**src/rtl/pdb_pkg.sv**
```systemverilog
// ----------------------------------------------------------------------------
// pdb_pkg
// Shared types and constants for the drive balance PID controller.
// ----------------------------------------------------------------------------
package pdb_pkg;

  localparam int GAIN_W     = 16;
  localparam int ZONE_W     = 10;
  localparam int LIMIT_W    = 7;
  localparam int DRIVE_W    = 8;
  localparam int CFG_IDX_W  = 3;
  localparam int CFG_DATA_W = 16;

  // register indexes
  localparam logic [CFG_IDX_W-1:0] REG_GAIN_P        = 3'd0;
  localparam logic [CFG_IDX_W-1:0] REG_GAIN_I        = 3'd1;
  localparam logic [CFG_IDX_W-1:0] REG_GAIN_D        = 3'd2;
  localparam logic [CFG_IDX_W-1:0] REG_INTEGRAL_ZONE = 3'd3;
  localparam logic [CFG_IDX_W-1:0] REG_DRIVE_LIMIT   = 3'd4;
  localparam logic [CFG_IDX_W-1:0] REG_INVERT_OUTPUT = 3'd5;

  // reset values
  localparam logic [GAIN_W-1:0]  RST_GAIN_P        = 16'd4096;
  localparam logic [GAIN_W-1:0]  RST_GAIN_I        = 16'd164;
  localparam logic [GAIN_W-1:0]  RST_GAIN_D        = 16'd0;
  localparam logic [ZONE_W-1:0]  RST_INTEGRAL_ZONE = 10'd40;
  localparam logic [LIMIT_W-1:0] RST_DRIVE_LIMIT   = 7'd127;
  localparam logic               RST_INVERT_OUTPUT = 1'b1;

  typedef struct packed {
    logic [GAIN_W-1:0]  gain_p;
    logic [GAIN_W-1:0]  gain_i;
    logic [GAIN_W-1:0]  gain_d;
    logic [ZONE_W-1:0]  integral_zone;
    logic [LIMIT_W-1:0] drive_limit;
    logic               invert_output;
  } cfg_t;

endpackage

```
**src/rtl/pdb_err.sv**
```systemverilog
// ----------------------------------------------------------------------------
// pdb_err
// Error stage: error, integral zone and saturation, derivative. Holds the
// controller history, which doubles as the operand register for the next stage.
// ----------------------------------------------------------------------------
module pdb_err #(
  parameter int COUNT_BITS    = 24,
  parameter int INTEGRAL_BITS = 24
) (
  input  logic                              clk_i,
  input  logic                              rst_ni,
  input  logic                              step_i,
  input  logic                              enable_i,
  input  logic signed [COUNT_BITS-1:0]      left_i,
  input  logic signed [COUNT_BITS-1:0]      right_i,
  input  logic [pdb_pkg::ZONE_W-1:0]        zone_i,
  output logic signed [COUNT_BITS:0]        err_o,
  output logic signed [COUNT_BITS+1:0]      deriv_o,
  output logic signed [INTEGRAL_BITS-1:0]   integ_o
);
  import pdb_pkg::*;

  localparam int EW = COUNT_BITS + 1;
  localparam int DW = COUNT_BITS + 2;
  localparam int IB = INTEGRAL_BITS;
  localparam int SW = ((IB > EW) ? IB : EW) + 1;
  localparam logic signed [SW-1:0] IMAX = {{(SW-IB+1){1'b0}}, {(IB-1){1'b1}}};
  localparam logic signed [SW-1:0] IMIN = {{(SW-IB+1){1'b1}}, {(IB-1){1'b0}}};

  logic signed [EW-1:0] prev_q, prev_d;
  logic signed [IB-1:0] integ_q, integ_d;
  logic signed [DW-1:0] deriv_q;
  logic signed [EW-1:0] err_c;
  logic        [EW-1:0] mag_c;
  logic                 in_zone_c;
  logic signed [SW-1:0] acc_c;
  logic signed [IB-1:0] acc_sat_c;

  assign err_c     = EW'(left_i) - EW'(right_i);
  assign mag_c     = err_c[EW-1] ? EW'(-err_c) : EW'(err_c);
  assign in_zone_c = mag_c < EW'(zone_i);
  assign acc_c     = SW'(integ_q) + SW'(err_c);

  always_comb begin
    if (acc_c > IMAX) begin
      acc_sat_c = IB'(IMAX);
    end else if (acc_c < IMIN) begin
      acc_sat_c = IB'(IMIN);
    end else begin
      acc_sat_c = IB'(acc_c);
    end
  end

  always_comb begin
    prev_d  = prev_q;
    integ_d = integ_q;
    if (step_i) begin
      if (enable_i) begin
        prev_d  = err_c;
        integ_d = in_zone_c ? acc_sat_c : '0;
      end else begin
        prev_d  = '0;
        integ_d = '0;
      end
    end
  end

  always_ff @(posedge clk_i or negedge rst_ni) begin
    if (!rst_ni) begin
      prev_q  <= '0;
      integ_q <= '0;
    end else begin
      prev_q  <= prev_d;
      integ_q <= integ_d;
    end
  end

  always_ff @(posedge clk_i) begin
    if (step_i && enable_i) begin
      deriv_q <= DW'(err_c) - DW'(prev_q);
    end
  end

  assign err_o   = prev_q;
  assign deriv_o = deriv_q;
  assign integ_o = integ_q;

endmodule

```
**config.mk**
```make
export PLATFORM = sky130hd
export DESIGN_NAME = pdb_err
export DESIGN_NICKNAME = d
export VERILOG_FILES = /design/src/rtl/pdb_pkg.sv /design/src/rtl/pdb_err.sv
export SDC_FILE = /design/constraint.sdc
export NUM_CORES = 1
export LEC_CHECK = 0
export ABC_AREA = 1
export BUFFER_PORTS_ARGS = -buffer_cell sky130_fd_sc_hd__buf_4
export CORE_UTILIZATION = 50
export CTS_CLUSTER_DIAMETER = 100
export DETAILED_ROUTE_END_ITERATION = 6
export GPL_TIMING_DRIVEN = 0
export PLACE_DENSITY = 0.73
export SETUP_SLACK_MARGIN = 0.3
export SYNTH_ARGS = -nofsm -noshare
export SYNTH_HDL_FRONTEND = slang
export SYNTH_SLANG_ARGS = --single-unit
```
**constraint.sdc**
```tcl
create_clock -name clk_i -period 2.7 [get_ports clk_i]
set_input_delay 0.54 -clock clk_i [delete_from_list [all_inputs] [get_ports clk_i]]
set_output_delay 0.54 -clock clk_i [all_outputs]
set_load 0.05 [all_outputs]
```
==> run summary, run 1 <==
The first global-routing pass estimated 41600 um of wire. The clock arrives with 3.86 ps of skew. In the routed design, unresolved DRC markers number 0. The number of placed instances with taps included came out at 1620. The tools report the launch point of the worst path as left_i[0]. The worst register-to-register path begins at integ_o[0]. The run finished, with violations left. The die covers 17500 um2. Among all flip-flop cells after synthesis, the most frequent one is sky130_fd_sc_hd__dfrtp_1.

sky130_fd_sc_hd__nand2_1 is the most common cell in the netlist. The post-detailed-route via-to-cell ratio came out at 5.38. The critical path is of the in -> reg type. The synthesis-to-layout area growth was 38.1%; the smallest hold slack was 203 ps. The transition time of the tightest slew-check pin was 972 ps. The logs give 0.237 for the sequential area share after synthesis and 2 for the buffer depth of the longest clock path.

The HPWL after detailed placement was 19000 um. The top fanout value on the critical path is 4. The setup check on the worst reg-to-reg path leaves a slack of -500 ps.

The tools report the area of the mapped netlist as 8470 um2. Worst-path cell with the longest stage delay: sky130_fd_sc_hd__fa_2. The analysis attributes to net switching a power of 0.00313 W. Setup repair after global routing could not meet its margin everywhere. The number of buffers inserted by port buffering is 135. At the worst endpoint, the required time is 2800 ps. The total vias in the final route is 9195.

The core area is 16600 um2. For this block, the routed nets add up to 27600 um of wire. Number of violations reported at the end of detailed-routing iteration 0: 711. For the worst flop-to-flop path, the logic depth is 16. The first detailed-routing pass took 5 iterations. The fraction of power spent switching nets is 0.458. In the synthesized netlist, the number of instances is 1265. The largest total area in the synthesized netlist belongs to sky130_fd_sc_hd__nand2_1.

Timing analysis after detailed placement gives a worst setup slack of -1980 ps. In this run, synthesis inferred 26 flip-flops with an integrated enable. The remaining antenna violation count after routing came out at 0. The logs give 1331 for the filler cell count and 137 for the boundary pin count. Measured along the x axis, the die boundary spans 132 um. After clock tree synthesis, the clock-pin slew on the worst setup and hold paths is 60 ps.

The run gives 0.511 as the initial cell density of the core. Number of standard-cell rows in the floorplan: 47. Buffers inserted to repair hold after CTS numbered 0. The average instance area after synthesis is 6.70 um2, and the clock period minus final worst setup slack is 4250 ps. The register bit total from synthesis was 75. The number of nets in the synthesized netlist is 1415. The final reports fail on setup timing.

The clock share of power is 0.161. The portion of synthesized cell area occupied by the leading cell type was 0.169. The worst setup path is launched from an input pin.

The largest stage delay on the critical path came out at 360 ps. The capture point of the worst reg-to-reg path is integ_o[14]. Setup violations remaining at the end of the flow were counted as 46. The commonest cells after synthesis are sky130_fd_sc_hd__nand2_1 (381), sky130_fd_sc_hd__inv_1 (210), sky130_fd_sc_hd__ha_1 (85). The number of nets in the finished design was 1633; the max-slew headroom at the worst pin was 0.351. The CTS buffer count came out at 9.

The number of hold violations in the final report was 0; the summed negative setup slack over all endpoints was -59550 ps. The repair_antennas step left the layout with diodes totalling 0. The total design power is 0.00682 W, and the initial antenna violation count is 0. The tools report the achievable frequency as 235 MHz.

From bottom edge to top edge, the die measures 132 um. Cell internal power was estimated by the tool at 0.00370 W. Element type at the critical path end: a flop. The worst-case IR drop observed on VDD is 0.000447 V. In the final routed layout, each cell accounts on average for 16.2 um. In this run the power density over the cells is 583 nW/um2. The distinct cell type count after synthesis was 47.

The tools report the final max-slew violation count as 0. The worst min-delay path class is in -> async. The H-tree generated during clock tree synthesis spans 3 levels. The worst path setup slack after routing is -1550 ps. The arrival time at the worst endpoint was 4360 ps; the part of the total power dissipated in sequential elements was 0.211. The post-route fraction of the period consumed by the critical path is 1.58. Summed over all cells, the static leakage comes to 6.07 nW. For the worst-skew pair, the clock arrives at the later sink with an insertion delay of 350 ps.

Yosys printed 0 warnings. Sorting the synthesized cells by area gives the leading types as sky130_fd_sc_hd__nand2_1 (17%), sky130_fd_sc_hd__dfrtp_1 (14%), sky130_fd_sc_hd__ha_1 (13%), sky130_fd_sc_hd__inv_1 (9.3%), sky130_fd_sc_hd__edfxtp_1 (9.2%). The finished layout holds 1708 standard cells, fillers aside. For this design, the sink count on the clock tree is 75.

By instance count, the cell type seen most on the critical path is sky130_fd_sc_hd__buf_6. The tools report the total grt overflow as 0. The all-layer global routing usage is 0.301, and the proportion of register bits with asynchronous set or reset after synthesis is 0.653.

Entering global routing, the biggest net connects 50 pins. The most critical setup path has its endpoint at deriv_o[21]. Via count of the first global-routing pass: 8329. TritonCTS built the clock tree. Across the run, the number of max-cap violations was 0. The share of post-route cells with drive strength above 1 works out to 0.306. The congestion estimate from routability-driven global placement came to 0.907.

In this run the clock root is driven by a sky130_fd_sc_hd__clkbuf_16. The combinational cell fraction of total power came out at 0.628.
## metal layers
metal / wire length, um / GRT usage
met1: 11900 / 0.403
met2: 12300 / 0.483
met3: 2050 / 0.0400
met4: 1280 / 0.139
met5: 0 / 0
## power by group through the flow
stage          sequential [W]  clock (W)  combinational [W]
5_1_grt               0.00145    0.00114            0.00456
6_report              0.00144    0.00110            0.00429
4_1_cts               0.00144    0.00109            0.00379
3_3_place_gp          0.00146          0            0.00310
2_1_floorplan         0.00188          0            0.00193
3_5_place_dp          0.00146          0            0.00314
## cell usage in the layout, fill, tap and decap left out, types with 5 or more instances in the layout
cell type	Yosys	final
sky130_fd_sc_hd__a21oi_2	2	13
sky130_fd_sc_hd__clkbuf_1	10	11
sky130_fd_sc_hd__ha_4	0	28
sky130_fd_sc_hd__a21oi_1	64	52
sky130_fd_sc_hd__inv_1	210	197
sky130_fd_sc_hd__clkbuf_16	0	9
sky130_fd_sc_hd__o211ai_1	5	5
sky130_fd_sc_hd__nand2_4	2	14
sky130_fd_sc_hd__o21ai_0	54	40
sky130_fd_sc_hd__nand3_2	24	33
sky130_fd_sc_hd__o21ai_2	0	5
sky130_fd_sc_hd__nor2_1	63	55
sky130_fd_sc_hd__xnor2_1	20	16
sky130_fd_sc_hd__dfrtp_1	49	49
sky130_fd_sc_hd__buf_4	1	170
sky130_fd_sc_hd__o22ai_1	23	23
sky130_fd_sc_hd__inv_2	14	22
sky130_fd_sc_hd__nor2_2	10	18
sky130_fd_sc_hd__nand4_1	16	16
sky130_fd_sc_hd__o21ai_1	4	11
sky130_fd_sc_hd__ha_1	85	47
sky130_fd_sc_hd__buf_8	4	5
sky130_fd_sc_hd__buf_12	0	6
sky130_fd_sc_hd__edfxtp_1	26	26
sky130_fd_sc_hd__nand2_2	25	45
sky130_fd_sc_hd__buf_6	2	32
sky130_fd_sc_hd__ha_2	0	10
sky130_fd_sc_hd__nand2_1	381	349
sky130_fd_sc_hd__a21o_1	8	8
sky130_fd_sc_hd__nand3_1	78	67
sky130_fd_sc_hd__xor2_1	36	36
## critical path, delay by kind of cell
| family | cells | cell delay, ps |
|---|---|---|
| adder cells (fa/ha/maj) | 3 | 720 |
| buffers and inverters | 18 | 1610 |
| AO/OA/AOI/OAI | 7 | 930 |
| AND/OR/NAND/NOR | 7 | 520 |
## final cells by class
class                      instances  area [um2]  area share
buffer                            19         170      0.0145
inverter                         225         875      0.0748
tap                              220         275      0.0235
clock inverter                     3        16.3     0.00139
clock buffer                      13         240      0.0205
timing repair buffer             207        1780       0.152
multi-input combinational        946        6340       0.542
sequential                        75        2010       0.172
## flip-flops by register name, indices dropped and copies added, names as in the netlist
register  cells
err_o        25
deriv_o      26
integ_o      24
## through the flow
| step | utilization | area [um2] |
|---|---|---|
| after detailed placement | 0.601 | 9970 |
| after global routing | 0.706 | 11700 |
| after floorplan | - | 8680 |
| after global placement | 0.601 | 9970 |
| final | 0.706 | 11700 |
| after CTS | 0.684 | 11300 |
## kinds of logic after synthesis
family,Yosys count,synth area share
adder cells (fa/ha/maj),88,0.133
XOR/XNOR,56,0.0579
AND/OR/NAND/NOR,622,0.337
buffers and inverters,244,0.116
flip-flops,75,0.237
AO/OA/AOI/OAI,180,0.120
## worst min path at each step
stage,slack (ps),cells after the start,endpoint
3_5_place_dp,510,2,integ_o[13]
5_1_grt,270,1,integ_o[8]
2_1_floorplan,240,0,err_o[0]
6_report,200,1,integ_o[10]
4_1_cts,240,1,integ_o[8]
3_3_place_gp,510,2,integ_o[13]
## repair_timing
item | 4_1_cts | 5_1_grt
gates cloned | 2 | 0
endpoints found under the setup margin | 48 | 47
pin swaps | 54 | 31
gates resized for setup | 137 | 50
setup buffers | 54 | 16
(Power assumes the default switching activity.)
==> run 2: changes to the inputs <==
PLACE_DENSITY = 0.7   (was 0.73)
RECOVER_POWER = 25   (was unset)
clock period = 4.3 ns   (was 2.7 ns; I/O delays follow)
==> run 2 against run 1 <==
The run ends with capacitance limit, slew limit left. Final cell count fell by 2.8%. First-iteration DRC count fell by 29%. Non-clock buffer count fell by 48. Flip-flop and latch count did not move. Register-to-register slack improved by 1700 ps. Clock-buffer cell count fell by 4. Routed wire length fell by 11%. Via count fell by 6.0%. Global-route usage fell by 2.1 points. Hold slack improved by 320 ps. Critical path type unchanged. Critical endpoint is now integ_o[9].
==> run summary, run 2 (synthesis gave the netlist of run 1 again) <==
The average routed wire per standard cell was 14.8 um (-8.6%). First-pass GRT wire length: 38900 um (-6.5%). The total vias in the final route came out at 8643 (-6.0%). The initial cell density of the core was 0.511 (unchanged); the share of the core filled with cells in the final layout was 0.658 (-0.0471). The tools report the number of violations reported at the end of detailed-routing iteration 0 as 506 (-29%). STA classifies the critical path endpoint as a flop. The tools report the number of antenna cells inserted as 0 (unchanged). The share of post-route cells with drive strength above 1 is 0.258 (-0.0481). The path depth of the worst reg2reg path works out to 15 (-1). The logs give 1585 (-2.9%) for the number of nets in the finished design and 0.907 (about the same) for the routability congestion estimate. For the worst-skew pair later-pin latency, the log shows 340 ps (about the same).

In the layout the commonest cells are sky130_fd_sc_hd__nand2_1 (357), sky130_fd_sc_hd__inv_1 (199), sky130_fd_sc_hd__buf_4 (147). The area growth from synthesis to layout is 28.8%. Final-report setup violation count: 0 (-100%). Top fanout value on the critical path: 6 (+2). The run finished, with violations left. The logs give 50 (unchanged) for the pin count of the biggest net entering global routing and 0.000234 V (-48%) for the worst IR drop on VDD.

The logs give 1660 (-2.8%) for the number of standard cells in the final layout excluding fillers and 6.50 ps (+2.64 ps) for the maximum clock skew at final layout. The number of placed instances with taps included is 1620 (unchanged). For the max-cap violation count, the log shows 1 (+1). The arrival time at the worst endpoint is 4550 ps (+190 ps), and the detailed-route DRC error count is 0 (unchanged).

The post-detailed-route via-to-cell ratio came out at 5.21 (-3.3%). The HPWL after detailed placement was 19500 um (+2.7%); the number of logic stages on the critical path including buffering was 33 (-5.7%). Static timing analysis puts the maximum clock frequency at 234 MHz. Clock-pin transition on the worst setup and hold timing paths: 60 ps (about the same).

The tools report the sort of element at the start of the critical path as an input pin. The core area is 16600 um2 (unchanged). The die outline width came out at 132 um (unchanged). The run gives 0 (unchanged) as the number of hold violations in the final report.

The routing usage on met3 is 0.0304 (-0.00961), and the number of buffers inserted by port buffering is 135 (unchanged). Floorplan die height: 132 um (unchanged). The logs give -0.861 (-1.21) for the max-slew headroom at the worst pin and 2 (unchanged) for the buffer depth of the longest clock path. The CTS buffer count was 9 (unchanged). The number of standard-cell rows in the floorplan is 47 (unchanged).

Number of flip-flops under the largest register name: 26 (unchanged). The checks that failed: capacitance limit, slew limit. The tools report the static leakage as 5.75 nW (-5.2%). The setup path with the least slack is of type in -> reg.

The deepest level of the CTS H-tree is 3 (unchanged), and the number of cells traversed by the worst hold path is 2. The all-layer global routing usage is 0.280 (-0.0210), and the post-place setup slack is -860 ps (+1120 ps). Setup repair after global routing could not meet its margin everywhere.

The layer flagged by global routing as most heavily used is met2. The global routing usage on met2 is 0.459 (-0.0241), and the buffer and inverter count on the worst path is 7 (-11). The via count of the first global-routing pass is 7835 (-5.9%), and the die area is 17500 um2 (unchanged).

The remaining antenna violation count after routing was 0 (unchanged); the filler cell count was 1522 (+14%). The initial antenna violation count is 0 (unchanged), and the clock period minus final worst setup slack is 4270 ps. The final max-slew violation count was 50 (+50); the transition time of the tightest slew-check pin was 2790 ps (+1820 ps). Clock tree synthesis selected as its root buffer the cell sky130_fd_sc_hd__clkbuf_16. The data required time at the worst endpoint is 4580 ps (+1780 ps).

The boundary pin count came out at 137 (unchanged). For the total grt overflow, the log shows 0 (unchanged). The clock sink count is 75 (unchanged). The largest stage delay on the critical path was 360 ps (about the same).

On the critical path, the stage with the largest delay is an instance of sky130_fd_sc_hd__fa_2. For the count of TritonRoute iterations in the first routing pass, the log shows 7 (+2). The logs give 0.390 (-0.0133) for the global routing met1 resource utilization and 9810 um2 (-1.7%) for the total cell area at the placement stage. The most common cell after layout, fill and taps aside is sky130_fd_sc_hd__nand2_1. The power density over the cells was 354 nW/um2 (-39%).

Among cell families on the critical path, the largest total delay comes from simple AND/OR/NAND/NOR gates. Among the stages of the critical path, the cell type that occurs most often is sky130_fd_sc_hd__nand2_2. In this run the worst hold path is classified as reg -> reg. The worst path setup slack after routing is 32.5 ps (+1590 ps), and the wire length after detailed routing is 24500 um (-11%).

The post-route fraction of the period consumed by the critical path was 0.992. The run gives 10900 um2 (-6.7%) as the final design area excluding fillers. The number of hold buffers added after CTS came out at 0 (unchanged).

TritonCTS built the clock tree.
[run 2: cell types whose count changed in the layout (fill, tap and decap cells not counted), sizes merged]
cell,previous run,this run
buf,216,168
bufinv,0,2
clkbuf,23,19
clkinv,4,5
clkinvlp,3,0
inv,221,225
[run 2: per-layer routing]
layer | vias up | routed length (um) | part of all wire
li1 | 4432 | - | -
met4 | 0 | 489 | 0.020
met5 | - | 0 | 0
met2 | 254 | 11200 | 0.46
met1 | 3932 | 11500 | 0.47
met3 | 25 | 1310 | 0.054
[run 2: repair_timing]
item | 4_1_cts | 5_1_grt
pin swaps | 19 | 8
gates resized for setup | 78 | 71
endpoints found under the setup margin | 36 | 34
buffers inserted | 15 | 7
cloned | 2 | 0
[run 2: through the flow]
step | power (W) | TNS (ps) | hold WS (ps)
after floorplan | 0.00233 | 0 | 564
after global placement | 0.00280 | -21620 | 508
after detailed placement | 0.00283 | -23510 | 500
after CTS | 0.00374 | 0 | 526
after global routing | 0.00410 | -4330 | 546
final | 0.00386 | 0 | 528
[run 2: path summary, 6_finish.rpt]
| path | start | endpoint | slack [ps] |
|---|---|---|---|
| max in group asynchronous | rst_ni | err_o[2] | 1310 |
| setup reg to reg | integ_o[0] | integ_o[9] | 1230 |
| hold / removal | integ_o[11] | integ_o[11] | 530 |
| setup / recovery | left_i[0] | integ_o[9] | 30 |
| min in group asynchronous | rst_ni | integ_o[10] | 1400 |
| hold reg to reg | integ_o[11] | integ_o[11] | 530 |
[run 2: area by class of cell]
cell class | instances | area [um2] | share of cell area
Clock inverter | 7 | 91.3 | 0.00836
Timing Repair Buffer | 159 | 1310 | 0.120
Tap cell | 220 | 275 | 0.0252
Inverter | 225 | 857 | 0.0785
Clock buffer | 9 | 225 | 0.0206
Buffer | 19 | 185 | 0.0170
Multi-Input combinational cell | 946 | 5970 | 0.547
Sequential cell | 75 | 2010 | 0.184
[run 2: worst register-to-register path, delay by kind of cell (launching register included)]
kind / cells / cell delay [ps]
flops: 1 / 410
xor+xnor: 1 / 190
fa+ha+maj: 2 / 600
buf+inv: 3 / 340
simple gates: 6 / 730
compound gates: 3 / 680
[run 2: where the power goes]
part	internal, W	switching (W)	total (W)
sequential	0.000866	0.0000367	0.000903
combinational	0.000760	0.00138	0.00214
clock	0.000507	0.000311	0.000818
==> run 3: changes to the inputs <==
BUFFER_PORTS_ARGS = -buffer_cell sky130_fd_sc_hd__buf_2   (was -buffer_cell sky130_fd_sc_hd__buf_4)
==> run 3 against run 2 <==
The run now ends clean. Non-clock buffer count is 3 lower. Clock-buffer cell count rose by 2. Clock skew shrank 1.7 ps. Total power is 3.3% lower. Critical endpoint is now integ_o[3]. Final cell count shrank 0.18%. Register-to-register slack gained 20 ps. Routed wire length fell by 1.6%. Maximum frequency is 0.20% lower. First-iteration DRC count fell by 6.5%. Global-route usage shrank 0.66 points. Sequential share of layout area rose by 0.73 points. Flip-flop and latch count stayed put. Highest routed layer unchanged.
==> run summary, run 3 (synthesis gave the netlist of run 1 again) <==
The run gives 0 (unchanged) as the detailed-route DRC error count. Capture point of the worst reg-to-reg path: integ_o[4]. The final-report setup violation count is 0 (unchanged), and the power density over the cells is 356 nW/um2 (+0.57%). The tools report the part of the total power dissipated in sequential elements as 0.240 (+0.006). Worst min-delay path class: reg -> reg.

Buffer and inverter count on the worst path: 7 (unchanged). The summed negative setup slack over all endpoints came out at 0 ps (unchanged). In this run the worst setup path begins at left_i[0].

For the maximum clock skew at final layout, the log shows 4.76 ps (-1.74 ps). For the total design power, the log shows 0.00374 W (-3.3%). The tools report the max-cap violation count as 0 (-1).

The post-route fraction of the period consumed by the critical path was 0.994 (+0.00194). The count of TritonRoute iterations in the first routing pass was 5 (-2); the max-slew headroom at the worst pin was 0.254 (+1.11). The number of cells traversed by the worst hold path is 2 (unchanged), and the post-detailed-route via-to-cell ratio is 5.14 (-1.3%). The data required time at the worst endpoint is 4580 ps (about the same). Clock-pin transition on the worst setup and hold timing paths: 60 ps (about the same). The total vias in the final route is 8513 (-1.5%), and the final design area excluding fillers is 10500 um2 (-3.8%).

In the layout the commonest cells are sky130_fd_sc_hd__nand2_1 (364), sky130_fd_sc_hd__inv_1 (204), sky130_fd_sc_hd__buf_2 (134). The tools report the HPWL after detailed placement as 19100 um (-2.0%). TritonCTS built the clock tree. The logs give 9 (unchanged) for the CTS buffer count and 0 (unchanged) for the total grt overflow. The achievable frequency was 234 MHz (-0.20%). Remaining antenna violation count after routing: 0 (unchanged). The run gives 2 (unchanged) as the buffer depth of the longest clock path.

The largest individual stage delay along the critical path comes from the cell sky130_fd_sc_hd__fa_2. The number of hold violations in the final report was 0 (unchanged); the number of flip-flops under the largest register name was 26 (unchanged). The arrival time at the worst endpoint was 4560 ps (about the same); the clock share of power was 0.200 (-0.012). The clock sink count is 75 (unchanged), and the core area is 16600 um2 (unchanged).

The capture point of the critical path is integ_o[3]. The average routed wire per standard cell works out to 14.6 um (-1.4%). The path depth of the worst reg2reg path came out at 15 (unchanged).

Share of post-route cells with drive strength above 1: 0.247 (-0.0106). The critical setup path kind was in -> reg. The synthesis-to-layout area growth is 23.9%. The register-to-register setup slack was 1250 ps (+20 ps). STA classifies the critical path startpoint as an input pin. The total internal power came out at 0.00202 W (-5.4%). The run gives 473 (-6.5%) as the number of violations reported at the end of detailed-routing iteration 0. The via count of the first global-routing pass is 7580 (-3.3%), and the initial cell density of the core is 0.511 (unchanged). The clock period minus final worst setup slack is 4280 ps (+8.34 ps), and the routability congestion estimate is 0.911 (+0.44%).

The wire length after detailed routing is 24100 um (-1.6%), and the final max-slew violation count is 0 (-100%). The tools report the die area as 17500 um2 (unchanged). The run gives 0 (unchanged) as the number of antenna cells inserted.

The tools report the number of standard-cell rows in the floorplan as 47 (unchanged). Setup repair after global routing could not meet its margin everywhere. The worst register-to-register path begins at integ_o[0]. The floorplan die height was 132 um (unchanged). The static leakage came out at 5.65 nW (-1.8%). All-layer global routing usage: 0.273 (-0.00663).

The number of hold buffers added after CTS was 0 (unchanged); the number of logic stages on the critical path including buffering was 33 (unchanged). The die outline width is 132 um (unchanged). The largest stage delay on the critical path was 360 ps (about the same). CTS placed an instance of sky130_fd_sc_hd__clkbuf_16 at the clock tree root. For the worst-skew pair later-pin latency, the log shows 350 ps (about the same). The library cell used most frequently in the layout, excluding fill and tap cells, is sky130_fd_sc_hd__nand2_1.

The combined flip-flop and latch cell area was 2010 um2 (unchanged); the deepest level of the CTS H-tree was 3 (unchanged). In this run the most critical hold path is launched from integ_o[12]. The number of nets in the finished design was 1582 (-0.19%); the worst IR drop on VDD was 0.000252 V (+7.4%).

The initial antenna violation count was 0 (unchanged); the filler cell count was 1518 (-0.26%). The share of the core filled with cells in the final layout is 0.633 (-0.0251). The run gives 9470 um2 (-3.4%) as the total cell area at the placement stage. Broken down by cell family, the worst path's largest delay share belongs to simple AND/OR/NAND/NOR gates. The element type at the critical path end is a flop. The boundary pin count is 137 (unchanged).

The run gives 5960 um2 (-0.23%) as the area of the multi-input gates. The net switching power is 0.00172 W (-0.58%). Most repeated library cell on the critical path: sky130_fd_sc_hd__nand2_2. The combinational cell fraction of total power was 0.560 (+0.006); the transition time of the tightest slew-check pin was 1120 ps (-1670 ps). The number of buffers inserted by port buffering works out to 135 (unchanged). The fraction of power spent switching nets came out at 0.460 (+0.0124). The pin count of the biggest net entering global routing was 50 (unchanged); the top fanout value on the critical path was 6 (unchanged). The first-pass GRT wire length is 37800 um (-2.9%). The run finished with clean final reports.
run 3: how the worst min path moves through the flow:
stage                  end  slack [ps]
2_1_floorplan     err_o[0]         560
3_3_place_gp   integ_o[12]         500
3_5_place_dp   integ_o[17]         500
4_1_cts        integ_o[12]         520
5_1_grt        integ_o[12]         530
6_report       integ_o[12]         510
run 3: worst register-to-register path, delay by kind of cell, from the launching register on:
kind	cells	cell delay [ps]
AO/OA/AOI/OAI	3	710
XOR/XNOR	1	190
adder cells (fa/ha/maj)	2	590
buffers and inverters	3	350
flip-flops	1	400
AND/OR/NAND/NOR	6	730
run 3: routing by layer:
| metal | up-vias | share of wire | global-route usage |
|---|---|---|---|
| met5 | - | 0 | 0 |
| met4 | 0 | 0.018 | 0.0811 |
| met3 | 23 | 0.039 | 0.0296 |
| met2 | 216 | 0.45 | 0.433 |
| met1 | 3857 | 0.49 | 0.392 |
| li1 | 4417 | - | - |
run 3: metrics by stage:
step                instances  hold WS, ps  setup slack (ps)
CTS                      1652          516               106
finish                   1657          515              24.1
global placement         1620          500              -802
detailed placement       1620          496              -867
floorplan                1265          564              83.6
global route             1657          533              -196
run 3: layout make-up:
type / count / share of cell area
clock buffer: 11 / 0.0222
timing repair buffer: 156 / 0.0884
clock inverter: 5 / 0.00524
tap: 220 / 0.0262
sequential: 75 / 0.191
inverter: 225 / 0.0814
multi-input combinational: 946 / 0.567
buffer: 19 / 0.0182
run 3: timing repair:
| action | in CTS | in global routing |
|---|---|---|
| gates resized for setup | 57 | 72 |
| gates cloned | 1 | 1 |
| setup endpoints to repair | 34 | 34 |
| pin swaps | 13 | 16 |
| buffers inserted | 15 | 4 |
run 3: power by group through the flow:
stage | Sequential [W] | Clock, W | Combinational (W)
6_report | 0.000898 | 0.000746 | 0.00209
5_1_grt | 0.000904 | 0.000786 | 0.00229
4_1_cts | 0.000898 | 0.000757 | 0.00195
3_5_place_dp | 0.000911 | 0 | 0.00185
3_3_place_gp | 0.000909 | 0 | 0.00182
2_1_floorplan | 0.00118 | 0 | 0.00115
